<file path="config.mk">
export PLATFORM = sky130hd
export DESIGN_NAME = jacobi_3x3_fixed_solver
export DESIGN_NICKNAME = d
export VERILOG_FILES = /design/src/rtl/jac3_pkg.sv /design/src/rtl/jacobi_3x3_fixed_solver.sv /design/src/rtl/jac3_div.sv
export SDC_FILE = /design/constraint.sdc
export NUM_CORES = 2
export LEC_CHECK = 0
export ABC_CLOCK_PERIOD_IN_PS = 29700
export BUFFER_PORTS_ARGS = -buffer_cell sky130_fd_sc_hd__buf_4
export CAP_MARGIN = 20
export CORE_ASPECT_RATIO = 1.25
export CORE_MARGIN = 3
export CORE_UTILIZATION = 52
export CTS_CLUSTER_SIZE = 14
export DETAILED_ROUTE_END_ITERATION = 8
export GPL_ROUTABILITY_DRIVEN = 0
export PLACE_DENSITY_LB_ADDON = 0.05
export RECOVER_POWER = 25
export SLEW_MARGIN = 5
export SYNTH_ARGS = -nofsm -noshare
export SYNTH_HDL_FRONTEND = slang
export SYNTH_HIERARCHICAL = 1
export SYNTH_SLANG_ARGS = --single-unit
</file>
<file path="constraint.sdc">
create_clock -name clk -period 29.7 [get_ports clk]
set_input_delay 2.97 -clock clk [delete_from_list [all_inputs] [get_ports clk]]
set_output_delay 2.97 -clock clk [all_outputs]
set_load 0.05 [all_outputs]
</file>
<file path="src/rtl/jac3_pkg.sv">
// Shared types and constants of the 3x3 Jacobi solver.
`default_nettype none
package jac3_pkg;

	// Quotient bits produced by the serial divider.
	localparam int QBITS = 32;

	// Saturated relative error and signed value limits.
	localparam logic [30:0] ERR_MAX = 31'h7FFF_FFFF;
	localparam logic [31:0] VAL_MAX = 32'h7FFF_FFFF;
	localparam logic [31:0] VAL_MIN = 32'h8000_0000;

	// Constant terms of the three update equations, in whole units.
	localparam int K1 = 20;
	localparam int K2 = 38;
	localparam int K3 = 34;

	// Divisor magnitudes of the three update equations and their halves.
	localparam logic [31:0] DIV1 = 32'd8;
	localparam logic [31:0] DIV2 = 32'd6;
	localparam logic [31:0] DIV3 = 32'd7;
	localparam logic [35:0] HALF1 = 36'd4;
	localparam logic [35:0] HALF2 = 36'd3;
	localparam logic [35:0] HALF3 = 36'd3;

	// Result word of the divider.
	typedef struct packed {
		logic done;
		logic ovf;
		logic [QBITS-1:0] quo;
	} div_res_t;

endpackage
`default_nettype wire

</file>
<file path="src/rtl/jacobi_3x3_fixed_solver.sv">
// Top level of the 3x3 Jacobi solver with one shared bit-serial divider.
// Each sweep runs up to six divisions on the serial divider, three for the new values and
// three for the relative errors. A division goes from START through WAIT: the divider takes
// its operands, forms the 32 quotient bits and raises done, or raises done with the overflow
// flag and no bit steps. A zero new value skips its error division. Each sweep ends in EMIT,
// where it waits out a stalled output; an item runs up to MAX_SWEEPS sweeps. A new word is taken
// once the final result is registered. Reset clears control state, threshold 5.0 percent.
`default_nettype none
module jacobi_3x3_fixed_solver #(
	parameter int MAX_SWEEPS = 64,
	parameter int FRAC_BITS  = 16
) (
	input  wire logic        clk,
	input  wire logic        arst_n,
	input  wire logic        cfg_wr_en,
	input  wire logic [30:0] cfg_wr_data,
	input  wire logic        in_valid,
	output logic             in_stall,
	input  wire logic [31:0] x1_start,
	input  wire logic [31:0] x2_start,
	input  wire logic [31:0] x3_start,
	output logic             out_valid,
	input  wire logic        out_stall,
	output logic [6:0]       sweep_number,
	output logic [31:0]      x1_value,
	output logic [31:0]      x2_value,
	output logic [31:0]      x3_value,
	output logic [30:0]      err1_pct,
	output logic [30:0]      err2_pct,
	output logic [30:0]      err3_pct,
	output logic [30:0]      max_err_pct,
	output logic             last,
	output logic             converged
);
	import jac3_pkg::*;

	// The error dividend is |diff| * 100 shifted up by the fraction bits.
	localparam int DW = 40 + FRAC_BITS;
	localparam logic signed [35:0] C1 = 36'(K1 * (1 << FRAC_BITS));
	localparam logic signed [35:0] C2 = 36'(K2 * (1 << FRAC_BITS));
	localparam logic signed [35:0] C3 = 36'(K3 * (1 << FRAC_BITS));

	typedef enum logic [1:0] {IDLE, START, WAIT, EMIT} state_t;

	state_t      state_q;
	logic        err_phase_q;   // Low while new values are divided, high for errors.
	logic [1:0]  idx_q;         // Which unknown is being worked on.
	logic [6:0]  sweep_q;
	logic        neg_q;
	logic [31:0] x_q [3];       // Values from the previous sweep.
	logic [31:0] n_q [3];       // New values of this sweep.
	logic [30:0] e_q [3];
	logic [30:0] thr_q;
	logic        out_valid_q;

	logic                div_start;
	logic [DW-1:0]       div_dividend;
	logic [31:0]         div_divisor;
	div_res_t            div_res;

	// Operand selection for the value divisions.
	logic signed [35:0] ex1, ex2, ex3, num;
	logic [35:0]        num_mag;
	logic [35:0]        half;
	logic [31:0]        vdiv;
	logic               vneg;

	// Operand selection for the error divisions.
	logic [31:0]        nv, ov;
	logic signed [32:0] diff;
	logic [32:0]        ad;
	logic [31:0]        an;
	logic [39:0]        ad100;
	logic               an_zero;

	// Result shaping and sweep bookkeeping.
	logic [31:0] val_res;
	logic [30:0] err_res;
	logic [30:0] em12, em;
	logic        conv, fin;
	logic        out_free;

	assign ex1 = 36'(signed'(x_q[0]));
	assign ex2 = 36'(signed'(x_q[1]));
	assign ex3 = 36'(signed'(x_q[2]));

	always_comb begin
		case (idx_q)
			2'd0: begin
				num  = -C1 - ex2 + (ex3 <<< 1);
				half = HALF1;
				vdiv = DIV1;
			end
			2'd1: begin
				num  = -C2 - (ex1 <<< 1) + ex3;
				half = HALF2;
				vdiv = DIV2;
			end
			default: begin
				num  = -C3 + ex1 + (ex1 <<< 1) + ex2;
				half = HALF3;
				vdiv = DIV3;
			end
		endcase
	end

	// The first two equations divide by a negative constant.
	assign vneg    = num[35] ^ (idx_q != 2'd2);
	assign num_mag = (num[35] ? 36'(-num) : 36'(num)) + half;

	assign nv      = n_q[idx_q];
	assign ov      = x_q[idx_q];
	assign diff    = 33'(signed'(nv)) - 33'(signed'(ov));
	assign ad      = diff[32] ? 33'(-diff) : 33'(diff);
	// The magnitude of the most negative value is 2^31, which still fits.
	assign an      = nv[31] ? 32'(-nv) : nv;
	assign an_zero = (nv == 32'd0);
	assign ad100   = (40'(ad) << 6) + (40'(ad) << 5) + (40'(ad) << 2);

	assign div_start    = (state_q == START) && !(err_phase_q && an_zero);
	assign div_dividend = err_phase_q ? {ad100, FRAC_BITS'(0)} : DW'(num_mag);
	assign div_divisor  = err_phase_q ? an : vdiv;

	jac3_div #(.DW(DW)) u_div (
		.clk      (clk),
		.arst_n   (arst_n),
		.start    (div_start),
		.dividend (div_dividend),
		.divisor  (div_divisor),
		.res      (div_res)
	);

	// Rounded value with signed saturation; the sign was kept at start.
	always_comb begin
		if (div_res.ovf) begin
			val_res = neg_q ? VAL_MIN : VAL_MAX;
		end else if (neg_q) begin
			val_res = (div_res.quo > VAL_MIN) ? VAL_MIN : 32'(-div_res.quo);
		end else begin
			val_res = div_res.quo[31] ? VAL_MAX : div_res.quo;
		end
	end

	assign err_res = (div_res.ovf || div_res.quo[31]) ? ERR_MAX : div_res.quo[30:0];

	assign em12 = (e_q[0] >= e_q[1]) ? e_q[0] : e_q[1];
	assign em   = (e_q[2] > em12) ? e_q[2] : em12;
	assign conv = (em <= thr_q);
	assign fin  = conv || (sweep_q == 7'(MAX_SWEEPS));

	assign out_free = !out_valid_q || !out_stall;

	always_ff @(posedge clk or negedge arst_n) begin
		if (!arst_n) begin
			state_q     <= IDLE;
			err_phase_q <= 1'b0;
			idx_q       <= '0;
			sweep_q     <= '0;
			out_valid_q <= 1'b0;
			thr_q       <= 31'd327680;
		end else begin
			if (cfg_wr_en) begin
				thr_q <= cfg_wr_data;
			end
			// In EMIT the output register is refilled below instead.
			if (out_valid_q && !out_stall && state_q != EMIT) begin
				out_valid_q <= 1'b0;
			end
			case (state_q)
				IDLE: begin
					if (in_valid) begin
						sweep_q     <= 7'd1;
						err_phase_q <= 1'b0;
						idx_q       <= '0;
						state_q     <= START;
					end
				end
				START: begin
					if (err_phase_q && an_zero) begin
						// A zero new value gives a saturated error with no division.
						if (idx_q == 2'd2) begin
							state_q <= EMIT;
						end else begin
							idx_q <= idx_q + 2'd1;
						end
					end else begin
						state_q <= WAIT;
					end
				end
				WAIT: begin
					if (div_res.done) begin
						if (idx_q == 2'd2) begin
							idx_q <= '0;
							if (err_phase_q) begin
								state_q <= EMIT;
							end else begin
								err_phase_q <= 1'b1;
								state_q     <= START;
							end
						end else begin
							idx_q   <= idx_q + 2'd1;
							state_q <= START;
						end
					end
				end
				EMIT: begin
					if (out_free) begin
						out_valid_q <= 1'b1;
						idx_q       <= '0;
						err_phase_q <= 1'b0;
						if (fin) begin
							state_q <= IDLE;
						end else begin
							sweep_q <= sweep_q + 7'd1;
							state_q <= START;
						end
					end
				end
				default: begin
					state_q <= IDLE;
				end
			endcase
		end
	end

	// Datapath registers; these carry no reset.
	always_ff @(posedge clk) begin
		if (state_q == IDLE && in_valid) begin
			x_q[0] <= x1_start;
			x_q[1] <= x2_start;
			x_q[2] <= x3_start;
		end
		if (div_start && !err_phase_q) begin
			neg_q <= vneg;
		end
		if (state_q == START && err_phase_q && an_zero) begin
			e_q[idx_q] <= ERR_MAX;
		end
		if (state_q == WAIT && div_res.done) begin
			if (err_phase_q) begin
				e_q[idx_q] <= err_res;
			end else begin
				n_q[idx_q] <= val_res;
			end
		end
		if (state_q == EMIT && out_free) begin
			sweep_number <= sweep_q;
			x1_value     <= n_q[0];
			x2_value     <= n_q[1];
			x3_value     <= n_q[2];
			err1_pct     <= e_q[0];
			err2_pct     <= e_q[1];
			err3_pct     <= e_q[2];
			max_err_pct  <= em;
			last         <= fin;
			converged    <= conv;
			x_q[0]       <= n_q[0];
			x_q[1]       <= n_q[1];
			x_q[2]       <= n_q[2];
		end
	end

	assign in_stall  = (state_q != IDLE);
	assign out_valid = out_valid_q;

endmodule
`default_nettype wire

</file>
<file path="src/rtl/jac3_div.sv">
// Bit-serial restoring divider with a 32-bit quotient and overflow flag.
`default_nettype none
module jac3_div #(
	parameter int DW = 56
) (
	input  wire logic                  clk,
	input  wire logic                  arst_n,
	input  wire logic                  start,
	input  wire logic [DW-1:0]         dividend,
	input  wire logic [31:0]           divisor,
	output jac3_pkg::div_res_t         res
);
	import jac3_pkg::*;

	logic        busy_q;
	logic        done_q;
	logic        ovf_q;
	logic [5:0]  cnt_q;
	logic [31:0] rem_q;
	logic [31:0] div_q;
	logic [31:0] shf_q;
	logic [32:0] trial;
	logic        ge;

	assign trial = {rem_q, shf_q[31]};
	assign ge    = trial >= {1'b0, div_q};

	always_ff @(posedge clk or negedge arst_n) begin
		if (!arst_n) begin
			busy_q <= 1'b0;
			done_q <= 1'b0;
			ovf_q  <= 1'b0;
			cnt_q  <= '0;
		end else begin
			done_q <= 1'b0;
			if (start) begin
				// A quotient of 2^32 or more is only flagged.
				if (33'(dividend[DW-1:32]) >= {1'b0, divisor}) begin
					ovf_q  <= 1'b1;
					done_q <= 1'b1;
				end else begin
					ovf_q  <= 1'b0;
					busy_q <= 1'b1;
					cnt_q  <= 6'd32;
				end
			end else if (busy_q) begin
				cnt_q <= cnt_q - 6'd1;
				if (cnt_q == 6'd1) begin
					busy_q <= 1'b0;
					done_q <= 1'b1;
				end
			end
		end
	end

	// The partial remainder stays below the divisor, so it fits in 32 bits.
	always_ff @(posedge clk) begin
		if (start) begin
			rem_q <= 32'(dividend[DW-1:32]);
			shf_q <= dividend[31:0];
			div_q <= divisor;
		end else if (busy_q) begin
			rem_q <= ge ? 32'(trial - {1'b0, div_q}) : trial[31:0];
			shf_q <= {shf_q[30:0], ge};
		end
	end

	assign res.done = done_q;
	assign res.ovf  = ovf_q;
	assign res.quo  = shf_q;

endmodule
`default_nettype wire
</file>
== Word level (Yosys, flattened, before mapping) ==
Memories as Yosys holds them, arrays and structs flattened.
Index checks and enable logic that the tools add are counted.

* Flip-flop bits (word level): 379
* Bits in latches: 0
* Bits in writable memories: 285
* Memory bits (read-only): 0
* Bits of input ports: 132
* Output and inout port bits: 231
* Word-level logic and storage cells: 181
* Memories: 3

* Add/subtract/negate cells: 19
* $mul: 0
* Divide/modulo/power cells: 0
* Magnitude comparators: 6
* Equality and inequality tests: 18
* Shift-type cells: 0
* Multiplexer cells: 76
* Bitwise logic cells: 5
* Reductions and logical operators: 29

{| class="wikitable"
|+ Memories
! name !! words !! bits a word !! rd ports !! clocked after memory_dff !! wr ports !! line !! RTL
|-
| n_q || 3 || 32 || 4 || 0 || 1 || jacobi_3x3_fixed_solver.sv:51 || <nowiki>logic [31:0] n_q [3];</nowiki>
|-
| x_q || 3 || 32 || 4 || 0 || 3 || jacobi_3x3_fixed_solver.sv:50 || <nowiki>logic [31:0] x_q [3];</nowiki>
|-
| e_q || 3 || 31 || 3 || 0 || 1 || jacobi_3x3_fixed_solver.sv:52 || <nowiki>logic [30:0] e_q [3];</nowiki>
|}

{| class="wikitable"
|+ Operators by type and width
! kind !! number
|-
| 32-bit 2-to-1 mux || 12
|-
| 31-bit 2-to-1 mux || 5
|-
| 36-bit case mux with 2 select lines || 1
|-
| 34-bit by 32-bit adder with 35-bit output || 2
|-
| 33-bit by 33-bit adder with 34-bit output || 2
|-
| 32-bit negation || 2
|-
| 56-bit 2-to-1 mux || 1
|-
| 24-bit 2-to-1 mux || 2
|-
| 39-bit by 38-bit adder with 40-bit output || 1
|-
| 40-bit by 35-bit adder with 40-bit output || 1
|-
| 36-bit adder || 1
|-
| 36-bit 2-to-1 mux || 1
|-
| 36-bit negation || 1
|-
| 23-bit by 33-bit subtractor with 34-bit output, first input constant || 1
|-
| 23-bit by 32-bit adder with 33-bit output, first input constant || 1
|-
| 33-bit by 32-bit greater-or-equal comparator with 1-bit output || 1
|-
| 33-bit 2-to-1 mux || 1
|-
| 33-bit negation || 1
|-
| 22-bit by 32-bit subtractor with 33-bit output, first input constant || 1
|-
| 32-bit by 32-bit subtractor with 33-bit output || 1
|-
| 24-bit by 32-bit greater-or-equal comparator with 1-bit output || 1
|-
| 32-bit greater-than comparator, second input constant || 1
|-
| 32-bit zero test || 1
|-
| 32-bit subtractor || 1
|-
| other kinds (33) || 110
|}

== Logic depth before layout (Yosys ltp) ==
An unclocked memory read counts as a cell.

* Depth after elaboration: 12
* Mapped depth: 52
* Mapped depth without buffers: 48

== By module ==
Netlist, hierarchy kept.

{| class="wikitable"
|+ By module, submodules not included
! module !! times used !! cells each !! area an instance (um^2) !! sequential area each (um^2)
|-
| jacobi_3x3_fixed_solver || 1 || 3964 || 41728.8 || 17529.3
|-
| jac3_div || 1 || 723 || 7123.1 || 3027.9
|}

== Least setup slack after synthesis ==
Ideal clock, no wire load.

* Path kind: input to register
* Start point: in out_stall
* End point: mem x_q[0][0], enable pin
* Setup time: 466 ps
* Data arrival time: 12367 ps
* Data required time: 29234 ps
* Path slack: 16867 ps
* Stages on the path: 3
* Buffers on the path: 1
* Path through: a21oi_1 -> clkbuf_1 -> nand2b_1

{| class="wikitable"
|+ RTL lines
! what !! line !! RTL
|-
| start: declaration || jacobi_3x3_fixed_solver.sv:23 || <nowiki>input wire logic out_stall,</nowiki>
|-
| end: declaration || jacobi_3x3_fixed_solver.sv:50 ||
|}

== Worst setup path after layout ==
* Start point: reg idx_q[1]
* End point: reg u_div.cnt_q[1]

* Cells in the longest elaborated chain, start to end: 10
* Elaborated cells on any way between the ends: 28
* Those cells by class: add/sub: 7; order compare: 1; eq/ne: 2; mux: 9; reduce/logical: 7; memory: 2

{| class="wikitable"
|+ Ends and longest elaborated chain
! what !! line !! RTL
|-
| start: declaration || jacobi_3x3_fixed_solver.sv:47 || <nowiki>logic [1:0] idx_q;</nowiki>
|-
| start signal: assignment || jacobi_3x3_fixed_solver.sv:184 || <nowiki>idx_q <= idx_q + 2'd1;</nowiki>
|-
| start signal: assignment || jacobi_3x3_fixed_solver.sv:201 || <nowiki>idx_q <= idx_q + 2'd1;</nowiki>
|-
| memory 3 x 32 bit, on equally long branches || n/a ||
|-
| 32-bit by 32-bit subtractor with 33-bit output (*) || jacobi_3x3_fixed_solver.sv:113 || <nowiki>assign diff = 33'(signed'(nv)) - 33'(signed'(ov));</nowiki>
|-
| 33-bit negation || jacobi_3x3_fixed_solver.sv:114 || <nowiki>assign ad = diff[32] ? 33'(-diff) : 33'(diff);</nowiki>
|-
| 33-bit 2-to-1 mux (*) || jacobi_3x3_fixed_solver.sv:114 ||
|-
| 39-bit by 38-bit adder with 40-bit output || jacobi_3x3_fixed_solver.sv:118 || <nowiki>assign ad100 = (40'(ad) << 6) + (40'(ad) << 5) + (40'(ad) << 2);</nowiki>
|-
| 40-bit by 35-bit adder with 40-bit output (*) || jacobi_3x3_fixed_solver.sv:118 ||
|-
| 56-bit 2-to-1 mux (*) || jacobi_3x3_fixed_solver.sv:121 || <nowiki>assign div_dividend = err_phase_q ? {ad100, FRAC_BITS'(0)} : DW'(num_mag);</nowiki>
|-
| via div_dividend[54] || jacobi_3x3_fixed_solver.sv:57 || <nowiki>logic [DW-1:0] div_dividend;</nowiki>
|-
| 24-bit by 32-bit greater-or-equal comparator with 1-bit output (*) || jac3_div.sv:38 || <nowiki>if (33'(dividend[DW-1:32]) >= {1'b0, divisor}) begin</nowiki>
|-
| 2-bit != test (no line) (*) || n/a ||
|-
| 2-bit AND reduction (no line) (*) || n/a ||
|-
| end signal: assignment || jac3_div.sv:47 || <nowiki>cnt_q <= cnt_q - 6'd1;</nowiki>
|-
| end: declaration || jac3_div.sv:18 || <nowiki>logic [5:0] cnt_q;</nowiki>
|}

Mark *: on every way through the listed nets, which the timed path passes. The rest lies on a longest branch.
A chain may end at the register's enable or synchronous reset.

==> impl_results.html <==
<table>
<tr><th>Metric</th><th>Value</th></tr>
<tr><th colspan="2">Clock tree</th></tr>
<tr><td>TritonCTS sink count</td><td>696</td></tr>
<tr><td>Hold buffer count at cts</td><td>0</td></tr>
<tr><td>CTS tree</td><td>built</td></tr>
<tr><td>Clock transition at the register clock pins on the worst setup and hold paths after CTS</td><td>approximately 60 ps</td></tr>
<tr><td>Count of buffers added by post-CTS timing repair for setup</td><td>0</td></tr>
<tr><td>Library cell used as clock root buffer</td><td>sky130_fd_sc_hd__clkbuf_16</td></tr>
<tr><td>CTS buffer count</td><td>74</td></tr>
<tr><td>Number of buffers between clock root and the deepest sink</td><td>3</td></tr>
<tr><td>Max H-tree Level</td><td>3</td></tr>
<tr><td>Later-pin clock latency in the skew report</td><td>660 ps</td></tr>
<tr><td>Gates resized, CTS repair</td><td>0</td></tr>
<tr><th colspan="2">Global route</th></tr>
<tr><td>Number of global-route vias before repair</td><td>37300</td></tr>
<tr><td>All-Layer GR Usage</td><td>between 30% and 40%</td></tr>
<tr><td>Number of antenna violations at the first check in global routing</td><td>4</td></tr>
<tr><td>Pin count of the biggest net entering global routing</td><td>82</td></tr>
<tr><td>Global-route wire length before repair</td><td>228 mm</td></tr>
<tr><td>Remaining Overflow, GRT</td><td>0</td></tr>
<tr><th colspan="2">Power and ir drop</th></tr>
<tr><td>Power share of the combinational group</td><td>1.7%</td></tr>
<tr><td>Total Power</td><td>2.04 mW</td></tr>
<tr><td>Clock Power Share</td><td>46.4%</td></tr>
<tr><td>Proportion of power drawn by flip-flops and latches</td><td>51.9%</td></tr>
<tr><td>Pint</td><td>~1.6 mW</td></tr>
<tr><td>Cell Pwr Density</td><td>36.9 nW/um2</td></tr>
<tr><td>NetSw</td><td>431 uW</td></tr>
<tr><td>Switching share of power</td><td>21.1%</td></tr>
<tr><td>Worst IR Drop VDD</td><td>0.0423 mV</td></tr>
<tr><td>Lkg Pwr</td><td>about 23 nW</td></tr>
<tr><th colspan="2">Routing</th></tr>
<tr><td>Ratio of routed vias to standard cells</td><td>6.12</td></tr>
<tr><td>Initial DRC count</td><td>3190</td></tr>
<tr><td>Number of vias after detailed routing</td><td>38300</td></tr>
<tr><td>Final wirelength</td><td>152 mm</td></tr>
<tr><td>DRC errors left</td><td>0</td></tr>
<tr><td>Pre-Repair DR Iteration Count</td><td>6</td></tr>
<tr><td>Final antenna-violating net count</td><td>0</td></tr>
<tr><td>DR WL/cell</td><td>24.3 um</td></tr>
<tr><th colspan="2">STA</th></tr>
<tr><td>Headroom to the max-slew limit</td><td>-142%</td></tr>
<tr><td>Slew of the pin with the lowest slew margin</td><td>3630 ps</td></tr>
<tr><td>Hold slack final</td><td>between 400 and 500 ps</td></tr>
<tr><td>Count of endpoints failing hold in the final timing report</td><td>0</td></tr>
<tr><td>Setup violation total in the final timing report</td><td>0</td></tr>
<tr><td>Final count of pins violating max slew</td><td>303</td></tr>
<tr><td>Setup TNS after final layout</td><td>0 ps</td></tr>
<tr><td>Smallest setup slack after layout</td><td>16600 ps</td></tr>
<tr><td>Final critical delay including setup and external delays</td><td>13100 ps</td></tr>
<tr><td>Unrepaired setup endpoints after global routing</td><td>false</td></tr>
<tr><td>Fraction of the cycle the final worst path needs</td><td>44.1%</td></tr>
<tr><td>Fmax</td><td>76.3 MHz</td></tr>
<tr><td>Final clock skew</td><td>42.9 ps</td></tr>
<tr><th colspan="2">Cells and area</th></tr>
<tr><td>Fraction of final layout cells with drive strength greater than 1</td><td>~16%</td></tr>
<tr><td>Multi-input combinational cell area</td><td>between 20000 and 30000 um2</td></tr>
<tr><td>Final core area utilization</td><td>59.5%</td></tr>
<tr><td>Antenna fix cells</td><td>0</td></tr>
<tr><td>Total of fill cells in the finished design</td><td>7941</td></tr>
<tr><td>Area taken by flip-flops and latches</td><td>20600 um2</td></tr>
<tr><td>Post-Layout Inst Area</td><td>55300 um2</td></tr>
<tr><td>Net count of the finished layout</td><td>5623</td></tr>
<tr><td>Area Growth Syn to Fin</td><td>13.3%</td></tr>
<tr><td>Final standard cell count with taps included and fillers excluded</td><td>between 6000 and 7000</td></tr>
<tr><th colspan="2">Setup path</th></tr>
<tr><td>Startpoint type of the worst setup path</td><td>flop</td></tr>
<tr><td>Arrival @ worst endpoint</td><td>13610 ps</td></tr>
<tr><td>Crit Path Class</td><td>flop to flop</td></tr>
<tr><td>Critical path origin</td><td>idx_q[1]$_DFFE_PN0P_</td></tr>
<tr><td>Capturing point of the worst reg2reg path</td><td>u_div/cnt_q[1]$_DFFE_PN0P_</td></tr>
<tr><td>CP Buf/Inv Count</td><td>2</td></tr>
<tr><td>Element type at the critical path end</td><td>flop</td></tr>
<tr><td>Largest fanout on the critical path</td><td>66</td></tr>
<tr><td>Crit-path leading delay family</td><td>compound AO/OA/AOI/OAI gates</td></tr>
<tr><td>Delay contributed by the slowest stage of the critical path</td><td>2430 ps</td></tr>
<tr><td>Setup slack of the worst register-to-register path</td><td>16600 ps</td></tr>
<tr><td>CP max stage cell</td><td>sky130_fd_sc_hd__clkbuf_1</td></tr>
<tr><td>Required time at the worst-slack endpoint</td><td>just over 30000 ps</td></tr>
<tr><td>Start of the worst register-to-register path</td><td>idx_q[1]$_DFFE_PN0P_</td></tr>
<tr><td>Worst reg-to-reg path cell count</td><td>between 40 and 50</td></tr>
<tr><th colspan="2">Logic synthesis</th></tr>
<tr><td>Cell types with the highest counts after synthesis</td><td>635 x sky130_fd_sc_hd__edfxtp_1, 439 x sky130_fd_sc_hd__inv_1, 430 x sky130_fd_sc_hd__ha_1</td></tr>
<tr><td>Portion of synthesized cell area occupied by the leading cell type</td><td>39.0%</td></tr>
<tr><td>Number of enable-type register cells in the synthesized netlist</td><td>635</td></tr>
<tr><td>Cell variety after synth</td><td>116</td></tr>
<tr><td>Primary FF master, synth</td><td>sky130_fd_sc_hd__edfxtp_1</td></tr>
<tr><td>Async SR Flop Fraction</td><td>7.61%</td></tr>
<tr><td>Most common cell in the synthesized netlist</td><td>sky130_fd_sc_hd__edfxtp_1</td></tr>
<tr><td>Top cells by area, synth</td><td>sky130_fd_sc_hd__edfxtp_1 39%, sky130_fd_sc_hd__ha_1 11%, sky130_fd_sc_hd__inv_1 3.4%</td></tr>
<tr><td>Net count after synthesis</td><td>5316</td></tr>
<tr><td>Number of instances in the synthesized netlist</td><td>between 4000 and 5000</td></tr>
<tr><td>Mean instance size in the synthesized netlist</td><td>between 10 and 15 um2</td></tr>
<tr><td>Portion of the post-synthesis area used by sequential elements</td><td>~42%</td></tr>
<tr><td>Post-synthesis register bit count</td><td>696</td></tr>
<tr><td>Cell accounting for the most synthesized area</td><td>sky130_fd_sc_hd__edfxtp_1</td></tr>
<tr><td>Warning count from the yosys run</td><td>6</td></tr>
<tr><td>Synthesized cell area</td><td>48900 um2</td></tr>
<tr><th colspan="2">Floorplan</th></tr>
<tr><td>Horizontal die dimension</td><td>280 um</td></tr>
<tr><td>Count of standard-cell rows</td><td>125</td></tr>
<tr><td>Ports</td><td>around 360</td></tr>
<tr><td>Total die area</td><td>97700 um2</td></tr>
<tr><td>Die height</td><td>349 um</td></tr>
<tr><td>Std-Cell Core Area</td><td>93100 um2</td></tr>
<tr><td>Starting density of the core</td><td>a little over half</td></tr>
<tr><th colspan="2">Hold path</th></tr>
<tr><td>Hold path startpoint</td><td>e_q[1][12]$_DFFE_PP_</td></tr>
<tr><td>Cell count of the worst hold path</td><td>0</td></tr>
<tr><td>Min-Delay Endpoint</td><td>err2_pct[12]$_DFFE_PP_</td></tr>
<tr><td>Type of the worst min-delay path</td><td>flop to flop</td></tr>
<tr><th colspan="2">Placed design</th></tr>
<tr><td>Cell Area, Placed</td><td>52900 um2</td></tr>
<tr><td>Setup slack at placement</td><td>between 15000 and 20000 ps</td></tr>
<tr><td>Total of buffers placed on input and output ports</td><td>362</td></tr>
<tr><td>Dpl hpwl</td><td>119 mm</td></tr>
<tr><td>Placed instance count</td><td>6123</td></tr>
<tr><th colspan="2">Status</th></tr>
<tr><td>Result of the run</td><td>finished with violations</td></tr>
<tr><td>Violated checks</td><td>max-capacitance violations, max-slew violations</td></tr>
<tr><th colspan="2">Run</th></tr>
<tr><td>Maximum Capacitance Violations</td><td>6</td></tr>
</table>
worst reg2reg max path: cells and delay by family (launching register included):
| kind | cells | cell delay, ps |
|---|---|---|
| adder cells (fa/ha/maj) | 5 | 1800 |
| multiplexers | 1 | 750 |
| buffers and inverters | 2 | 2480 |
| flip-flops | 1 | 1220 |
| XOR/XNOR | 2 | 420 |
| AO/OA/AOI/OAI | 22 | 5130 |
| AND/OR/NAND/NOR | 9 | 1180 |
per-layer routing:
metal | track usage (%) | share of wire (%)
met5 | 0 | 0.014
met2 | 53.7 | 50
met4 | 12.5 | 4.5
met1 | 37.9 | 39
met3 | 4.25 | 6.8
state kept, by name, summed over array words and instances (netlist names), 32 cells and up:
| signal | flops |
|---|---|
| n_q | 128 |
| x_q | 96 |
| e_q | 93 |
| u_div/div_q | 32 |
| u_div/rem_q | 32 |
| u_div/shf_q | 32 |
| x1_value | 32 |
| x2_value | 32 |
| x3_value | 32 |
area by class of cell:
class / count / area share (%)
multi-input combinational: 3368 / 47.1
sequential: 696 / 37.2
timing repair buffer: 415 / 5.59
clock buffer: 90 / 3.64
inverter: 439 / 2.98
tap: 1206 / 2.73
clock inverter: 46 / 0.828
power groups by stage:
stage	registers [mW]	clock network (mW)	logic, mW
6_report	1.06	0.947	0.0354
5_1_grt	1.06	1.00	0.0386
4_1_cts	1.06	0.962	0.0359
3_5_place_dp	1.08	0	0.0355
3_3_place_gp	1.08	0	0.0352
2_1_floorplan	1.08	0	0.0143
kinds of logic (layout without fill, tap and decap cells):
| group | Yosys count | count (layout) | synth area share [%] |
|---|---|---|---|
| xor+xnor | 244 | 244 | 4.37 |
| fa+ha+maj | 497 | 497 | 13.8 |
| simple gates | 1244 | 1244 | 13.0 |
| compound gates | 1093 | 1093 | 14.8 |
| flops | 696 | 696 | 42.1 |
| mux | 290 | 290 | 7.10 |
| buf+inv | 623 | 990 | 4.87 |
cells in the final DEF (no fill, tap or decap), drive strengths merged, types with 74 or more instances in the layout:
cell type    n
a21o       104
a21oi      300
buf        407
clkbuf      97
edfxtp     635
ha         430
inv        442
mux2       142
mux2i      117
nand2      260
nand3       84
nand4       75
nor2       334
nor3       106
o21ai      223
or3         74
xnor2      158
xor2        86
worst max path at each step:
| stage | slack, ps | to | cells after the start |
|---|---|---|---|
| 6_report | 16600 | u_div/cnt_q[1]$_DFFE_PN0P_ | 41 |
| 3_3_place_gp | 19040 | u_div/busy_q$_DFFE_PN0P_ | 44 |
| 4_1_cts | 18650 | u_div/cnt_q[1]$_DFFE_PN0P_ | 44 |
| 5_1_grt | 15350 | u_div/cnt_q[1]$_DFFE_PN0P_ | 41 |
| 3_5_place_dp | 18740 | u_div/cnt_q[1]$_DFFE_PN0P_ | 44 |
| 2_1_floorplan | 16870 | x_q[0][0]$_DFFE_PP_ | 3 |
(Power assumes the default switching activity.)
